<file path="src/hdl/krr_pkg.sv">
// Shared types, codes and defaults for the keyword rule key router.
package krr_pkg;

  localparam int NUM_RULES_DEF     = 128;
  localparam int PATTERN_LEN_DEF   = 32;
  localparam int KEYS_PER_RULE_DEF = 4;
  localparam int NUM_KEYS_DEF      = 64;
  localparam int TEXT_LIMIT_DEF    = 1023;

  // Most keys one text can produce, and the depth of the result buffer.
  localparam int MAX_OUT   = 64;
  localparam int CMD_DEPTH = 4;
  localparam int RES_DEPTH = 4;

  typedef enum logic [2:0] {
    OP_TEXT = 3'd0,
    OP_END  = 3'd1,
    OP_TRIG = 3'd2,
    OP_KEY  = 3'd3,
    OP_TLEN = 3'd4,
    OP_KCNT = 3'd5
  } op_t;

  localparam logic [1:0] REG_KEY_LIMIT  = 2'd0;
  localparam logic [1:0] REG_RULE_COUNT = 2'd1;

  typedef struct packed {
    op_t        op;
    logic       ok;
    logic [7:0] data;
    logic [6:0] rule;
    logic [4:0] pos;
    logic [5:0] key;
    logic [4:0] cnt;
  } cmd_t;

  typedef struct packed {
    logic [6:0] key_limit;
    logic [7:0] rule_count;
  } cfg_t;

  typedef struct packed {
    logic [5:0] key_number;
    logic       key_valid;
    logic       last;
    logic [6:0] total_keys;
  } res_t;

  typedef struct packed {
    logic       wr_byte;
    logic       wr_len;
    logic       step;
    logic       clear;
    logic [4:0] pos;
    logic [7:0] data;
    logic [4:0] len;
  } cell_ctl_t;

  // Fold ASCII upper case to lower case; everything else passes.
  function automatic logic [7:0] fold(input logic [7:0] c);
    logic [7:0] r;
    r = c;
    if (c >= 8'h41 && c <= 8'h5a) r = c + 8'd32;
    return r;
  endfunction

endpackage

</file>
<file path="src/hdl/krr_front.sv">
// Front end: classify an input item, check ranges, fold and saturate fields.
module krr_front #(
  parameter int NUM_RULES     = krr_pkg::NUM_RULES_DEF,
  parameter int PATTERN_LEN   = krr_pkg::PATTERN_LEN_DEF,
  parameter int KEYS_PER_RULE = krr_pkg::KEYS_PER_RULE_DEF,
  parameter int NUM_KEYS      = krr_pkg::NUM_KEYS_DEF
) (
  input  logic [2:0]     operation,
  input  logic [7:0]     byte_value,
  input  logic [6:0]     rule_index,
  input  logic [4:0]     position,
  input  logic [5:0]     key_id,
  input  logic [4:0]     count,
  output krr_pkg::cmd_t  cmd,
  output logic           keep
);
  import krr_pkg::*;

  logic [5:0] kmod [64];
  logic       rule_ok;

  for (genvar i = 0; i < 64; i++) begin : g_kmod
    assign kmod[i] = 6'(i % NUM_KEYS);
  end

  assign rule_ok = int'(rule_index) < NUM_RULES;

  always_comb begin
    cmd      = '0;
    cmd.op   = op_t'(operation);
    cmd.data = fold(byte_value);
    cmd.rule = rule_index;
    cmd.pos  = position;
    cmd.key  = kmod[key_id];
    cmd.cnt  = count;
    keep     = 1'b1;
    unique case (operation)
      OP_TEXT, OP_END: cmd.ok = 1'b1;
      OP_TRIG: cmd.ok = rule_ok && (int'(position) < PATTERN_LEN);
      OP_KEY:  cmd.ok = rule_ok && (int'(position) < KEYS_PER_RULE);
      OP_TLEN: begin
        cmd.ok = rule_ok;
        if (int'(count) > PATTERN_LEN - 1) cmd.cnt = 5'(PATTERN_LEN - 1);
      end
      OP_KCNT: begin
        cmd.ok = rule_ok;
        if (int'(count) > KEYS_PER_RULE) cmd.cnt = 5'(KEYS_PER_RULE);
      end
      default: keep = 1'b0;
    endcase
  end
endmodule

</file>
<file path="config.mk">
export PLATFORM = sky130hd
export DESIGN_NAME = krr_front
export DESIGN_NICKNAME = d
export VERILOG_FILES = /design/src/hdl/krr_pkg.sv /design/src/hdl/krr_front.sv
export SDC_FILE = /design/constraint.sdc
export NUM_CORES = 1
export LEC_CHECK = 0
export ABC_AREA = 1
export ABC_CLOCK_PERIOD_IN_PS = 800
export BUFFER_PORTS_ARGS = -buffer_cell sky130_fd_sc_hd__clkbuf_2
export CAP_MARGIN = 20
export CORE_MARGIN = 5
export CORE_UTILIZATION = 29
export DETAILED_ROUTE_END_ITERATION = 8
export PLACE_DENSITY = 0.95
export SETUP_SLACK_MARGIN = 0.4
export SLEW_MARGIN = 40
export SYNTH_ARGS = -nofsm -noshare
export SYNTH_HDL_FRONTEND = slang
export SYNTH_SLANG_ARGS = --single-unit
</file>
<file path="constraint.sdc">
create_clock -name vclk -period 0.8
set_input_delay 0.08 -clock vclk [all_inputs]
set_output_delay 0.08 -clock vclk [all_outputs]
set_load 0.01 [all_outputs]
</file>
### Word level (Yosys, flattened, before mapping)

Memory sizes are Yosys's and may differ from the RTL's.
Index checks and enable logic that the tools add are counted.

| cells by class | value |
|---|---|
| add/subtract/negate cells | 1 |
| multiply operators | 0 |
| div/mod/pow operators | 0 |
| magnitude comparators | 5 |
| equal/unequal tests | 5 |
| shift-type cells | 0 |
| multiplexer cells | 7 |
| bitwise logic cells | 1 |
| reduce and logical (&&, ||, !) cells | 4 |

Operators with widths:

| operator | number |
|---|---|
| two-way mux 6 bit | 2 |
| two-way mux 5 bit | 2 |
| adder 8 x 6 -> 8 bit (second input constant) | 1 |
| greater-or-equal comparator 8 x 7 -> 1 bit (second input constant) | 1 |
| <= comparator 8 x 7 -> 1 bit (second input constant) | 1 |
| two-way mux 8 bit | 1 |
| greater-or-equal comparator 7 bit (second input constant) | 1 |
| NOT 6 -> 7 bit | 1 |
| == test 3 x 2 -> 1 bit (second input constant) | 2 |
| == test 3 bit (second input constant) | 2 |
| OR reduction 6 bit | 1 |
| greater-than comparator 5 x 3 -> 1 bit (second input constant) | 1 |
| < comparator 5 x 3 -> 1 bit (second input constant) | 1 |
| OR reduction 5 bit | 1 |
| == test 3 x 1 -> 1 bit (second input constant) | 1 |
| logical NOT 3 bit | 1 |
| case mux 1 bit (2 select lines) | 1 |
| logical AND 1 bit | 1 |
| two-way mux 1 bit | 1 |

| word-level totals | value |
|---|---|
| register bits after elaboration | 0 |
| bits in latches | 0 |
| bits in writable memories | 0 |
| bits in read-only memories | 384 |
| input bits | 34 |
| output and inout bits | 36 |
| memories kept | 1 |

Memory list:

| memory | depth | bits a word | read ports | clocked after memory_dff | write ports | line | text |
|---|---|---|---|---|---|---|---|
| (name not given) | 64 | 6 | 1 | 0 | 0 | krr_front.sv:34 | `cmd.key = kmod[key_id];` |

### Depth between registers and ports, before layout

| logic depth | value |
|---|---|
| depth in word-level cells | 4 |
| gate-level depth with buffers | 6 |

### Worst setup path after synthesis

No wires, ideal clock.

| timing | value |
|---|---|
| path type | input to output |
| from | in byte_value[5] |
| to | out cmd[29] (netlist bit) |
| arrival time | 0.523 ns |
| data required time | 0.720 ns |
| path slack | 0.197 ns |
| stages on the path | 3 |
| buffers on the path | 0 |
| path through | ha_1 nand4_1 nand2_1 |

RTL lines:

| element | line | text |
|---|---|---|
| from (decl) | krr_front.sv:9 | `input logic [7:0] byte_value,` |
| to (decl) | krr_front.sv:14 | `output krr_pkg::cmd_t cmd,` |

==> impl_metrics.tcl <==
set metrics [dict create \
    critPathLaunch "byte_value[7]" \
    peakVddDrop_v 0.0002699 \
    max_stage_delay_ns 0.13 \
    min_to "cmd[21]" \
    cap_violations 0 \
    grt_overflow 0 \
    synth_compound_area_share_pct 7.143 \
    mostFrequentLayoutCell "buf_6" \
    n_antenna_cell 0 \
    drt_pass1_iterations 2 \
    fin_ws_ns -0.02949 \
    die_area_um2 2234 \
    yosysWarnings 0 \
    failed_checks "negative setup slack" \
    power.switching_w 0.0001838 \
    seq_cells 0 \
    slew_headroom_pct 85.68 \
    critPathArrivalTime_ns 0.75 \
    antenna_found_initial 0 \
    via_per_inst 4.470 \
    hold_class "in -> out" \
    grt_start_max_net_pins 4 \
    routed_wl_um 1411 \
    tns_ns -0.02949 \
    worstSetupEndpointType "output pin" \
    power_frac_comb_pct 100.0 \
    postLayoutCellArea_um2 818.3 \
    synth_xor_area_share_pct 0 \
    synth_top_area_share_pct 48.45 \
    pin_count 70 \
    crit_slowest_cell "clkbuf_16" \
    hold_depth 0 \
    fill_cells 112 \
    multiInputGateArea_um2 274.0 \
    hp-start "rule_index[5]" \
    seqPwrFrac_pct 0 \
    grt_pass1_wl_um 1752 \
    cellPowerDensity_nw_per_um2 539.7 \
    slew_violations 0 \
    synth.area.top_cells "buf_4 48%, nand2_1 10%, inv_1 8.4%" \
    dpl_cell_area_um2 531.8 \
    synthAdderAreaFrac_pct 3.106 \
    vias 447 \
    wire_per_inst_um 14.11 \
    required_ns 0.72 \
    rsz0062_at_grt "true" \
    final_cell_mix "17 x buf_6, 9 x clkbuf_2, 8 x inv_1" \
    worst-path-max-fanout 3 \
    port-buffer-count 40 \
    hold_viol 0 \
    drc 0 \
    drive_above_1_share_pct 78.82 \
    die_x_um 47.27 \
    rows 13 \
    place_hpwl_um 1065 \
    finalCritPeriodShare_pct 103.7 \
    p_sw_share_pct 41.61 \
    synth_simple_gate_area_share_pct 31.99 \
    crit_path_frequent_cell "nand2_2" \
    seqCellArea_um2 0 \
    worstPathCellList "clkbuf_16, inv_12, nand2_4, nor2_4, nand3_2, nand2_2, nand2_2, buf_6" \
    start_util_pct 30.96 \
    synth.cell_area_um2 402.9 \
    leakagePower_nw 0.4153 \
    core_region_area_um2 1301 \
    synthCells 67 \
    syn_area_per_cell_um2 6.013 \
    status "finished, violations left" \
    die_y_um 47.27 \
    ys_types 16 \
    drtAntennaViolNets 0 \
    nClkBuffers 0 \
    tightest_slew_ns 0.2134 \
    internal-power_w 0.0002579 \
    syn2layout_area_growth_pct 103.1 \
    syn_nets 102 \
    synth_top_family_by_area "buffers and inverters" \
    ys_seq_area_share_pct 0 \
    synthMuxAreaShare_pct 0 \
    max_freq_mhz 1206 \
    drtIter0Drc 1 \
    grt_pass1_vias 439 \
    finalSetupViolCount 1 \
    post-route-min-period_ns 0.8295 \
    nets 122 \
    start_kind "input port" \
    p_clk_share_pct 0 \
    yosysTopAreaCell "buf_4" \
    critical_path_class "in -> out" \
    globalplace.congestion 0.6688 \
    grt.total_usage_pct 10.34 \
]
power groups by stage:
stage / logic [W] / registers, W / clock network (W)
3_5_place_dp: 0.000289 / 0 / 0
4_1_cts: 0.000368 / 0 / 0
5_1_grt: 0.000473 / 0 / 0
2_1_floorplan: 0.000241 / 0 / 0
6_report: 0.000442 / 0 / 0
3_3_place_gp: 0.000280 / 0 / 0
worst max-delay path: cells and delay by family:
kind                   cells  cell delay [ns]
buffers and inverters      3             0.29
and+or+nand+nor            5             0.36
logic make-up after synthesis:
logic type | count (synthesis)
adder cells (fa/ha/maj) | 1
AND/OR/NAND/NOR | 26
AO/OA/AOI/OAI | 4
buffers and inverters | 36
cells in the mapped netlist (all sizes together):
library cell / instances
buf: 26
nand2: 12
nor2: 9
nand4: 2
o21bai: 1
o21ai: 1
nand3: 2
ha: 1
nor3: 1
a21oi: 1
o21a: 1
inv: 10
cell type report:
class,count,share of cell area [%]
inverters,10,6.116
repair buffers,44,58.10
multi-input cells,31,33.49
well taps,15,2.294
routing by layer:
layer	up-vias	routed length, um	GRT usage (%)	share of wire (%)
met5	-	0	0	0
met4	0	10	1.657	0.71
met3	6	175	2.299	12
met2	27	939	24.60	67
met1	198	285	7.556	20
li1	216	-	-	-
per-stage QoR:
| step | util [%] | total power, W | worst slack (ns) | std cells | hold slack (ns) |
|---|---|---|---|---|---|
| floorplan | - | 0.0002409 | 0.2433 | 67 | 0.2377 |
| global placement | 40.87 | 0.0002797 | -0.05371 | 99 | 0.1601 |
| CTS | 53.27 | 0.0003679 | -0.04479 | 99 | 0.1601 |
| global route | 62.88 | 0.0004734 | -0.08485 | 100 | 0.1600 |
| detailed placement | 40.87 | 0.0002892 | -0.07688 | 99 | 0.1601 |
| finish | 62.88 | 0.0004417 | -0.02949 | 100 | 0.1600 |
timing repair:
action,4_1_cts,5_1_grt
buffers inserted,0,1
hold buffers,0,0
endpoints found under the setup margin,17,20
resized for setup,26,48
pin swaps,10,12
worst max-delay path by stage:
stage	endpoint	slack, ns
after floorplan	cmd[29]	0.24
after global placement	cmd[29]	-0.05
after detailed placement	cmd[29]	-0.08
after CTS	cmd[29]	-0.04
after global routing	cmd[29]	-0.08
final	cmd[29]	-0.03
Power figures use the tool's default switching activity.
