## src/hdl/krr_pkg.sv

```systemverilog
// Shared types, codes and defaults for the keyword rule key router.
package krr_pkg;

  localparam int NUM_RULES_DEF     = 128;
  localparam int PATTERN_LEN_DEF   = 32;
  localparam int KEYS_PER_RULE_DEF = 4;
  localparam int NUM_KEYS_DEF      = 64;
  localparam int TEXT_LIMIT_DEF    = 1023;

  // Most keys one text can produce, and the depth of the result buffer.
  localparam int MAX_OUT   = 64;
  localparam int CMD_DEPTH = 4;
  localparam int RES_DEPTH = 4;

  typedef enum logic [2:0] {
    OP_TEXT = 3'd0,
    OP_END  = 3'd1,
    OP_TRIG = 3'd2,
    OP_KEY  = 3'd3,
    OP_TLEN = 3'd4,
    OP_KCNT = 3'd5
  } op_t;

  localparam logic [1:0] REG_KEY_LIMIT  = 2'd0;
  localparam logic [1:0] REG_RULE_COUNT = 2'd1;

  typedef struct packed {
    op_t        op;
    logic       ok;
    logic [7:0] data;
    logic [6:0] rule;
    logic [4:0] pos;
    logic [5:0] key;
    logic [4:0] cnt;
  } cmd_t;

  typedef struct packed {
    logic [6:0] key_limit;
    logic [7:0] rule_count;
  } cfg_t;

  typedef struct packed {
    logic [5:0] key_number;
    logic       key_valid;
    logic       last;
    logic [6:0] total_keys;
  } res_t;

  typedef struct packed {
    logic       wr_byte;
    logic       wr_len;
    logic       step;
    logic       clear;
    logic [4:0] pos;
    logic [7:0] data;
    logic [4:0] len;
  } cell_ctl_t;

  // Fold ASCII upper case to lower case; everything else passes.
  function automatic logic [7:0] fold(input logic [7:0] c);
    logic [7:0] r;
    r = c;
    if (c >= 8'h41 && c <= 8'h5a) r = c + 8'd32;
    return r;
  endfunction

endpackage

```

## src/hdl/krr_fifo.sv

```systemverilog
// Small first-in first-out queue used between the parts of the router.
module krr_fifo #(
  parameter int WIDTH = 8,
  parameter int DEPTH = krr_pkg::CMD_DEPTH
) (
  input  logic                         clk,
  input  logic                         rst,
  input  logic                         push,
  input  logic [WIDTH-1:0]             din,
  output logic                         full,
  input  logic                         pop,
  output logic [WIDTH-1:0]             dout,
  output logic                         empty,
  output logic [$clog2(DEPTH+1)-1:0]   level
);
  localparam int PTR_W = $clog2(DEPTH > 1 ? DEPTH : 2);
  localparam int CNT_W = $clog2(DEPTH + 1);

  logic [WIDTH-1:0] mem [DEPTH];
  logic [PTR_W-1:0] wr_ptr, rd_ptr;
  logic [CNT_W-1:0] cnt;
  logic             do_push, do_pop;

  assign full    = (cnt == CNT_W'(DEPTH));
  assign empty   = (cnt == '0);
  assign level   = cnt;
  assign dout    = mem[rd_ptr];
  assign do_push = push && !full;
  assign do_pop  = pop && !empty;

  always_ff @(posedge clk) begin
    if (do_push) mem[wr_ptr] <= din;
  end

  always_ff @(posedge clk) begin
    if (rst) begin
      wr_ptr <= '0;
      rd_ptr <= '0;
      cnt    <= '0;
    end else begin
      if (do_push) wr_ptr <= (wr_ptr == PTR_W'(DEPTH - 1)) ? '0 : wr_ptr + 1'b1;
      if (do_pop)  rd_ptr <= (rd_ptr == PTR_W'(DEPTH - 1)) ? '0 : rd_ptr + 1'b1;
      if (do_push && !do_pop)      cnt <= cnt + 1'b1;
      else if (do_pop && !do_push) cnt <= cnt - 1'b1;
    end
  end
endmodule

```

## config.mk

```make
export PLATFORM = sky130hd
export DESIGN_NAME = krr_fifo
export DESIGN_NICKNAME = d
export VERILOG_FILES = /design/src/hdl/krr_pkg.sv /design/src/hdl/krr_fifo.sv
export SDC_FILE = /design/constraint.sdc
export NUM_CORES = 1
export LEC_CHECK = 0
export ABC_AREA = 0
export BUFFER_PORTS_ARGS = -buffer_cell sky130_fd_sc_hd__buf_2
export CAP_MARGIN = 10
export CORE_MARGIN = 2
export CORE_UTILIZATION = 25
export DETAILED_ROUTE_END_ITERATION = 12
export PLACE_DENSITY_LB_ADDON = 0.12
export SLEW_MARGIN = 20
export SYNTH_ARGS = -nofsm -noshare
export SYNTH_HDL_FRONTEND = slang
export SYNTH_SLANG_ARGS = --single-unit
```

## constraint.sdc

```tcl
create_clock -name clk -period 3.2 [get_ports clk]
set_clock_uncertainty 0.2 [all_clocks]
set_input_delay 0.32 -clock clk [delete_from_list [all_inputs] [get_ports clk]]
set_output_delay 0.32 -clock clk [all_outputs]
set_load 0.1 [all_outputs]
```

---- After elaboration in Yosys (flattened, before gate mapping) ----
Memory sizes are Yosys's and may differ from the RTL's. A register that Yosys moved wholly into a read port is not among the register bits.
Index checks and enable logic that the tools add are counted.
cells by class
  $add $sub $neg .......................... 4
  equality and inequality tests ........... 3
  mux-type cells .......................... 8
  reductions and logical operators ........ 10
operators by type and width
  cell                 number
  $mux 2               4
  $mux 3               2
  $add 2x1->2 const B  2
  $eq 2x2->1 const B   2
  $logic_and 1x1->1    4
  $logic_not 1->1      4
  $add 3x1->3 const B  1
  $eq 3x3->1 const B   1
  $logic_not 3->1      1
  $sub 3x1->3 const B  1
  $mux 1               2
  $reduce_bool 2->1    1
word-level totals
  flip-flop bits (word level) ............. 7
  bits in writable memories ............... 32
  input bits .............................. 12
  output and inout bits ................... 13
  logic and storage cells ................. 29
  memories kept ........................... 1
memories
  memory  depth  width  read ports  clocked after memory_dff  write ports  RTL line        source
  mem     4      8      1           1                         1            krr_fifo.sv:19  logic [WIDTH-1:0] mem [DEPTH];

---- Logic depth before layout (Yosys ltp) ----
Gate-level depths: netlist of the first run.
  depth after elaboration ................. 7
  depth in mapped cells ................... 10
  gate-level depth less buffers ........... 9

---- Worst setup path after synthesis of the first run ----
No wires, ideal clock.
  path kind ............................... flip-flop to output port
  from .................................... register cnt[0] (netlist: level[0])
  to ...................................... output port empty
  data arrival time ....................... 2931 ps
  data required time ...................... 2680 ps
  setup slack ............................. -251 ps
  stages on the path, launching flop included .. 2
  path buffers ............................ 0
  path through ............................ dfxtp_1 -> nor3_1
on the way
  cells in the longest elaborated chain, start to end .. 1
ends and longest elaborated chain
  what                    RTL line        source
  start, declared         krr_fifo.sv:21  logic [CNT_W-1:0] cnt;
  start signal, assigned  krr_fifo.sv:43  if (do_push && !do_pop) cnt <= cnt + 1'b1;
  start signal, assigned  krr_fifo.sv:44  else if (do_pop && !do_push) cnt <= cnt - 1'b1;
  $logic_not 3->1         krr_fifo.sv:25  assign empty = (cnt == '0);
  end, declared           krr_fifo.sv:13  output logic empty,
Every way passes these cells.

---- Worst setup path in the final report of the first run ----
  from .................................... register cnt[0] (netlist: level[0])
  to ...................................... register cnt[2] (netlist: level[2])
on the way
  cells in the longest elaborated chain, start to end .. 6
  elaborated cells on any way between the ends .. 15
  classes of those cells .................. add/sub (2); eq/ne (1); mux (2); reduce/logical (10)
ends and longest elaborated chain
  what                         RTL line        source
  $eq 3x3->1 (*)               krr_fifo.sv:24  assign full = (cnt == CNT_W'(DEPTH));
  $logic_not 1->1 (*)          krr_fifo.sv:28  assign do_push = push && !full;
  $logic_and 1x1->1 (*)        krr_fifo.sv:28
  named net do_push            krr_fifo.sv:22  logic do_push, do_pop;
  $logic_not 1->1              krr_fifo.sv:44
  $logic_and 1x1->1            krr_fifo.sv:44
  $reduce_bool 2->1 (no line)  -
Mark *: on every way through the listed nets, which the timed path passes. The rest lies on a longest branch. The select of a mux whose other input is x is not followed.
A chain may end at the register's enable or synchronous reset.

==> run summary, run 1 <==
In the synthesized netlist the dominant register cell turns out to be edfxtp_1. The effective utilization at floorplan came out at roughly 26%. VDD sags by at most 0.5663 mV.

The worst setup path is captured at a flop. Ranked by total cell area, the synthesized netlist is headed by edfxtp_1 (58%), dfxtp_1 (11%), mux4_2 (11%), ha_1 (4.6%), and3_2 (1.8%). The power density relative to cell area came out at 987.0 nW/um^2. The total core area is 6350 um^2.

The diode insertion count for antenna repair came out at 0. Once detail routing completed, the nets flagged for antenna violations numbered 0. The number of antenna violations at the first check in global routing is 0. The root buffer cell chosen for the clock tree is clkbuf_8.

For this design, the CTS-stage hold fixing added 0 buffers. The via count of the first global-routing pass is 991. The routed via count is 862.

Setup repair after global routing left no endpoint under its margin. The share of the yosys chip area belonging to registers is 69.35%. The final critical path takes up 80.07% of the cycle. The start of the worst register-to-register path is level[0]. Relative to the synthesized area, the layout overhead comes to 18.86%. The endpoint of the worst register-to-register path is level[2].

The die outline area came out at 7246 um^2. The detailed-placement wirelength estimate is approximately 2100 um. The number of enable flip-flop cells after synthesis came out at 32. The via density per instance came out at 4.376. The fraction of final layout cells with drive strength greater than 1 is ~43%. The pin count of the biggest net entering global routing is 14. Yosys printed 0 warnings. At the later pin of the worst-skew pair, clock insertion delay measures a little under 0.3 ns. The total of endpoints with negative setup slack in the final report is 0. In the final timing run, aggregate negative setup slack is 0 ns. The max-slew violation count was 0. The global-route wire length before repair is about 4900 um. The die is between 80 and 90 um wide. The max-slew headroom at the worst pin is between 60% and 70%.

STA puts the critical path data required time at 3.22 ns. The path depth of the worst reg2reg path came out at 9. The critical path launch point type is a flop. The area of the mapped netlist is approximately 1600 um^2.

By startpoint and endpoint, the worst setup path is classified as reg2reg. The pin slew with the least headroom to its limit came out at between 0.5 and 0.6 ns. The proportion of synthesized flip-flops having asynchronous set or reset is 0%.

The detailed-route wire length per cell is 14.96 um. The number of placed I/O pins came out at 25. The final RePlAce weighted congestion came out at 0.6948. The number of detailed-route iterations in the first pass came out at 4. The register-to-register setup slack came out at 0.64 ns. The sum of overflow across all layers after global routing came out at 0. The post-synthesis cell count came out at 92. The overall fraction of global-route tracks in use came out at 9.313%.

In this run the biggest area consumer among cell types represents between 50% and 60% of the synthesized area. The quantity of I/O buffers inserted on ports is 24. CTS built an H-tree with a depth of 2. The cell row count is 29.

The synthesized flop and latch total came out at 41. The maximum clock path buffer count came out at 2. In this run, the number of DRC markers left after iteration 0 of detailed routing was 41. The final worst hold slack came out at 0.04199 ns.

The post-CTS resize count came out at 0. The classification of the worst-slack hold path is in2reg. The worst hold path begins at din[6]. The average instance area after synthesis is 17.88 um^2. The number of DRC violations after detailed routing is 0. From bottom edge to top edge, the die measures 85.13 um. The total detailed-routing wirelength came out at about 2900 um. The run finished with clean final reports. The clock slew seen by the registers of the worst setup and hold paths came out at 0.08 ns.

The layout net count is 138. Counting every net in the synthesized netlist gives 111. The count of buffers added by post-CTS timing repair for setup came out at 0. The final period demand of the worst path came out at 2.562 ns. Of all cell types, the one taking the most synthesized area is edfxtp_1. The static power due to leakage is 0.7145 nW. The worst endpoint data arrival time is 2.58 ns.

The count of final hold-check violations is 0. Max-cap violations in this run came to 0. TritonCTS built the clock tree.

Along the worst hold path, the cell count comes to 1. The top achievable clock speed is about 400 MHz. The number of sinks on the clock net is 41.

For hold timing, the worst endpoint is mem[2][6]. The number of different library cells in the post-synthesis netlist is 26. Buffers inserted during clock tree synthesis total 5. Of all nets on the critical path, the largest fanout is 7.
-- cells in the final DEF (no fill, tap or decap) --
master / Yosys / final
clkbuf_8: 0 / 5
ha_1: 6 / 6
buf_2: 1 / 24
nand3_1: 2 / 2
a21oi_1: 3 / 3
or3b_1: 1 / 1
xor2_1: 2 / 2
nor3_1: 2 / 1
clkinv_1: 0 / 1
nor2_1: 3 / 3
o21ai_0: 1 / 1
mux2i_1: 2 / 2
nor3_2: 0 / 1
o31ai_2: 2 / 2
bufinv_16: 0 / 1
nor2_2: 1 / 1
o21ai_1: 1 / 1
clkinvlp_4: 0 / 1
nand2_1: 1 / 1
dfxtp_1: 9 / 7
fa_1: 1 / 1
and3_2: 4 / 4
or3_1: 1 / 1
dfxtp_2: 0 / 2
clkinv_4: 1 / 1
or3_2: 1 / 1
edfxtp_1: 32 / 32
mux4_2: 8 / 8
inv_1: 4 / 4
-- layout make-up --
cell class | instances | area [um^2]
Fill cell | 613 | 4394
Sequential cell | 41 | 1144
Multi-Input combinational cell | 42 | 461.7
Timing Repair Buffer | 24 | 120.1
Tap cell | 77 | 96.34
Clock buffer | 5 | 68.82
Clock inverter | 3 | 41.29
Inverter | 5 | 23.77
-- logic make-up after synthesis --
family	after synthesis	share of synthesized area, %
AOI/OAI and AO/OA	7	3.041
xor gates and xnor gates	2	1.065
adders and majority gates	7	5.779
buffers and inverters	9	2.889
DFF	41	69.35
muxes	10	12.17
and+or+nand+nor	16	5.704
-- report_power, final --
group          leakage [nW]  switching, W  internal [W]  total (W)
logic                 0.295      0.000625      0.000183   0.000808
registers             0.368     0.0000719      0.000652   0.000723
clock network        0.0518      0.000169      0.000229   0.000398
total                 0.714      0.000866       0.00106    0.00193
-- registers in the layout (all words and copies together), names as in the netlist, named ones only --
signal / count
wr_ptr: 2
level: 3
mem: 32
rd_ptr: 2
-- worst max-delay path by stage --
stage,start,end
global route,level[0],level[2]
floorplan,level[2],level[2]
CTS,level[0],level[2]
detailed placement,level[0],level[2]
global placement,level[0],level[2]
finish,level[0],level[2]
-- metal layers --
metal	GRT usage [%]	wire length [um]	up-vias
met1	10.11	1170	423
met2	15.98	1525	29
met4	3.896	53	0
li1	-	-	403
met3	3.891	199	7
met5	0	0	-
-- worst max-delay path, cell delays in order (launching register included) --
cell      delay (ns)
dfxtp_2         0.42
or3b_1          0.30
clkinv_4        0.10
nor2_2          0.13
ha_1            0.19
inv_1           0.06
fa_1            0.38
xor2_1          0.16
or3_2           0.40
a21oi_1         0.15
-- synth_stat cells, types with 2 or more instances --
cell type and number:
o31ai_2 2, mux2i_1 2, dfxtp_1 9, mux4_2 8
ha_1 6, edfxtp_1 32, and3_2 4, xor2_1 2
inv_1 4, nor2_1 3, nor3_1 2, a21oi_1 3
nand3_1 2
-- through the flow --
stage	total power (W)	setup slack, ns	area [um^2]	util [%]	cells
final	0.001930	0.6377	1956	30.80	197
after global routing	0.002033	0.4726	1956	30.80	197
after CTS	0.001963	0.6141	1956	30.80	197
after detailed placement	0.001560	0.6483	1846	29.06	189
after global placement	0.001546	0.7573	1846	29.06	189
after floorplan	0.001430	0.09027	1653	-	92
(Power assumes the default switching activity.)
==> run 2, diff against run 1 <==
clock period = 2.5 ns   (was 3.2 ns; I/O delays follow)
==> run 2 against run 1 <==
Compared with the run above:
- routed wire length increased by 2.2%
- critical path type unchanged
- highest routed layer unchanged
- clock-buffer cell count rose by 1
- final area up 6.7%
- die area unchanged
==> run summary, run 2 (synthesis results as in run 1) <==
The via count of the first global-routing pass came out at 965. The path class of the tightest hold or removal check is in2reg. The height of the die is 85.13 um. Summed over all layers, the routed wires come to roughly 3000 um.

The tree built by TritonCTS fans out to 41 sinks. The cell row count came out at 29. The portion of the clock cycle consumed by the worst path in the final layout is between 90 and 100%. The die outline area came out at 7246 um^2. The H-tree was split into 2 levels. The multi-input gate area in the final layout is approximately 480 um^2.

The length of routed wiring on met1 is 1262 um. The pin count of the biggest net entering global routing came out at 14. The clock passes through at most 2 buffers. The area growth from synthesis to layout is 26.77%. In this run the tool buffered the top-level ports with 24 buffer cells.

The met2 wire length is 1596 um. The first detailed-routing pass ran for 4 iterations. The floorplan step defined a core boundary enclosing 6350 um^2. Total power for the finished layout comes to 0.002524 W. Setup repair after global routing left no endpoint under its margin. The routed design uses 141 um of met3 wire. The clock tree from TritonCTS is done. The fraction of final layout cells with drive strength greater than 1 is between 40% and 50%. The area of all placed cells without fillers came out at 2086 um^2. The largest driver fanout on the critical path came out at 6. The final period demand of the worst path came out at between 2 and 2.5 ns. The count of final hold-check violations came out at 0.

The clock latency on the worst-skew pair came out at between 0.2 and 0.3 ns. The final RePlAce weighted congestion is 0.7338. The kind of end point of the critical path is a flop. The sequential standard cell area came out at ~1200 um^2. The highest metal layer with signal wires is met4.

The top achievable clock speed is 427.2 MHz. Buffers inserted during clock tree synthesis total 5. The chip width came out at 85.13 um. The number of placed I/O pins came out at 25.

The overall fraction of global-route tracks in use is under 10%. The fraction of power spent switching nets is ~44%. The top cell types in the final layout, fill and taps aside, are edfxtp_1 (32), buf_2 (24), mux4_2 (8), dlygate4sd3_1 (8), dfxtp_1 (6). Including well taps, the total number of placed cells is 192. Dividing the detail-routed wire length by the instance count gives 14.49 um. The internal power contribution came out at around 0.0014 W. The flip-flop count of the largest register, all copies and words added is 32. The flow ran to the end, and the final reports show no timing, DRC or antenna violations.

The power density relative to cell area is 1210 nW/um^2. The routed layout has 911 vias. Setup violations remaining at the end of the flow were counted as 0.

The number of DRC violations after detailed routing is 0. The count of non-filler cells in the finished layout is between 200 and 250. Once the floorplan was initialized, standard cells occupied 25.91% of the core. The first global-routing pass estimated about 5000 um of wire. The antenna violation net count after detailed routing came out at 0. The register with the highest flop count is mem. The total of fill cells in the finished design came out at 618. The area after detailed placement is 1898 um^2. The post-route setup TNS came out at 0 ns.

The register share of total power came out at 35.9%. The tool flagged a number of max-cap violations equal to 0. The share of total power dissipated in combinational logic is 44.2%. The net switching power of the design is 0.001112 W.

The power share of the clock group came out at 19.9%. The worst setup path is of the reg2reg kind. The max-slew violation count is 0. The clock root buffer master is clkbuf_8. The worst IR drop on VDD is 0.4328 mV. At the pin with the least slew margin, the transition time is 0.4946 ns. The max-slew headroom at the worst pin came out at 67.25%. The layout net count is around 150. The required time at the endpoint of the critical path is 2.51 ns. The number of antenna violations at the first check in global routing was 0. The diode insertion count for antenna repair is 0.

In this run, the number of DRC markers left after iteration 0 of detailed routing was 39. The most common cell after layout, fill and taps aside is edfxtp_1. The worst setup path is launched from a flop.

The sum of overflow across all layers after global routing came out at 0. The clock slew seen by the registers of the worst setup and hold paths is 0.07 ns. The detailed-placement wirelength estimate is 2069 um. For the worst setup path, the data arrival time is 2.35 ns. The static power due to leakage is 0.7695 nW.

The via density per instance came out at ~4.4.
-- run 2: path summary, 6_finish.rpt --
kind              cells past startpoint      start        to  slack [ns]
setup reg to reg                      9   level[2]  level[2]        0.16
hold reg to reg                       2  rd_ptr[0]      flop        0.32
hold / removal                        2        rst  level[2]        0.03
setup / recovery                      9   level[2]  level[2]        0.16
-- run 2: routing by layer --
layer  track usage (%)  vias up
met1             10.42      463
met4             3.896        0
li1                  -      427
met5                 0        -
met2             15.98       19
met3             3.210        2
-- run 2: repair_timing --
item | CTS | global route
buffers inserted | 0 | 0
resized for setup | 0 | 0
hold buffers | 8 | 0
endpoints found under the hold margin | 32 | 0
-- run 2: cell type report --
cell class,count,share of cell area (%)
inverter,5,1.500
multi-input combinational,42,22.80
timing repair buffer,35,10.68
tap,77,4.619
clock inverter,2,1.680
sequential,41,55.25
clock buffer,6,3.479
-- run 2: power by group through the flow --
stage          logic (W)  clock network (W)  registers, W
5_1_grt          0.00118           0.000560      0.000918
2_1_floorplan   0.000846                  0       0.00102
4_1_cts          0.00113           0.000525      0.000909
3_5_place_dp     0.00112                  0      0.000924
6_report         0.00112           0.000501      0.000907
3_3_place_gp     0.00112                  0      0.000916
-- run 2: critical path, stage by stage (launching register included) --
cell and delay, ns:
dfxtp_4 0.37, or3b_1 0.30, clkinv_8 0.07, nor2_4 0.12, ha_2 0.20, inv_2 0.04, fa_2 0.35, xor2_1 0.18
or3_4 0.32, a21oi_1 0.12
-- run 2: stage by stage --
stage               utilization, %  hold WS [ns]  setup slack (ns)
floorplan                        -        0.1489          -0.06862
global placement             29.89        0.2636            0.2010
detailed placement           29.89        0.2757            0.1692
CTS                          32.85       0.02734            0.1499
global route                 32.85       0.04697           0.07965
finish                       32.85       0.03266            0.1593
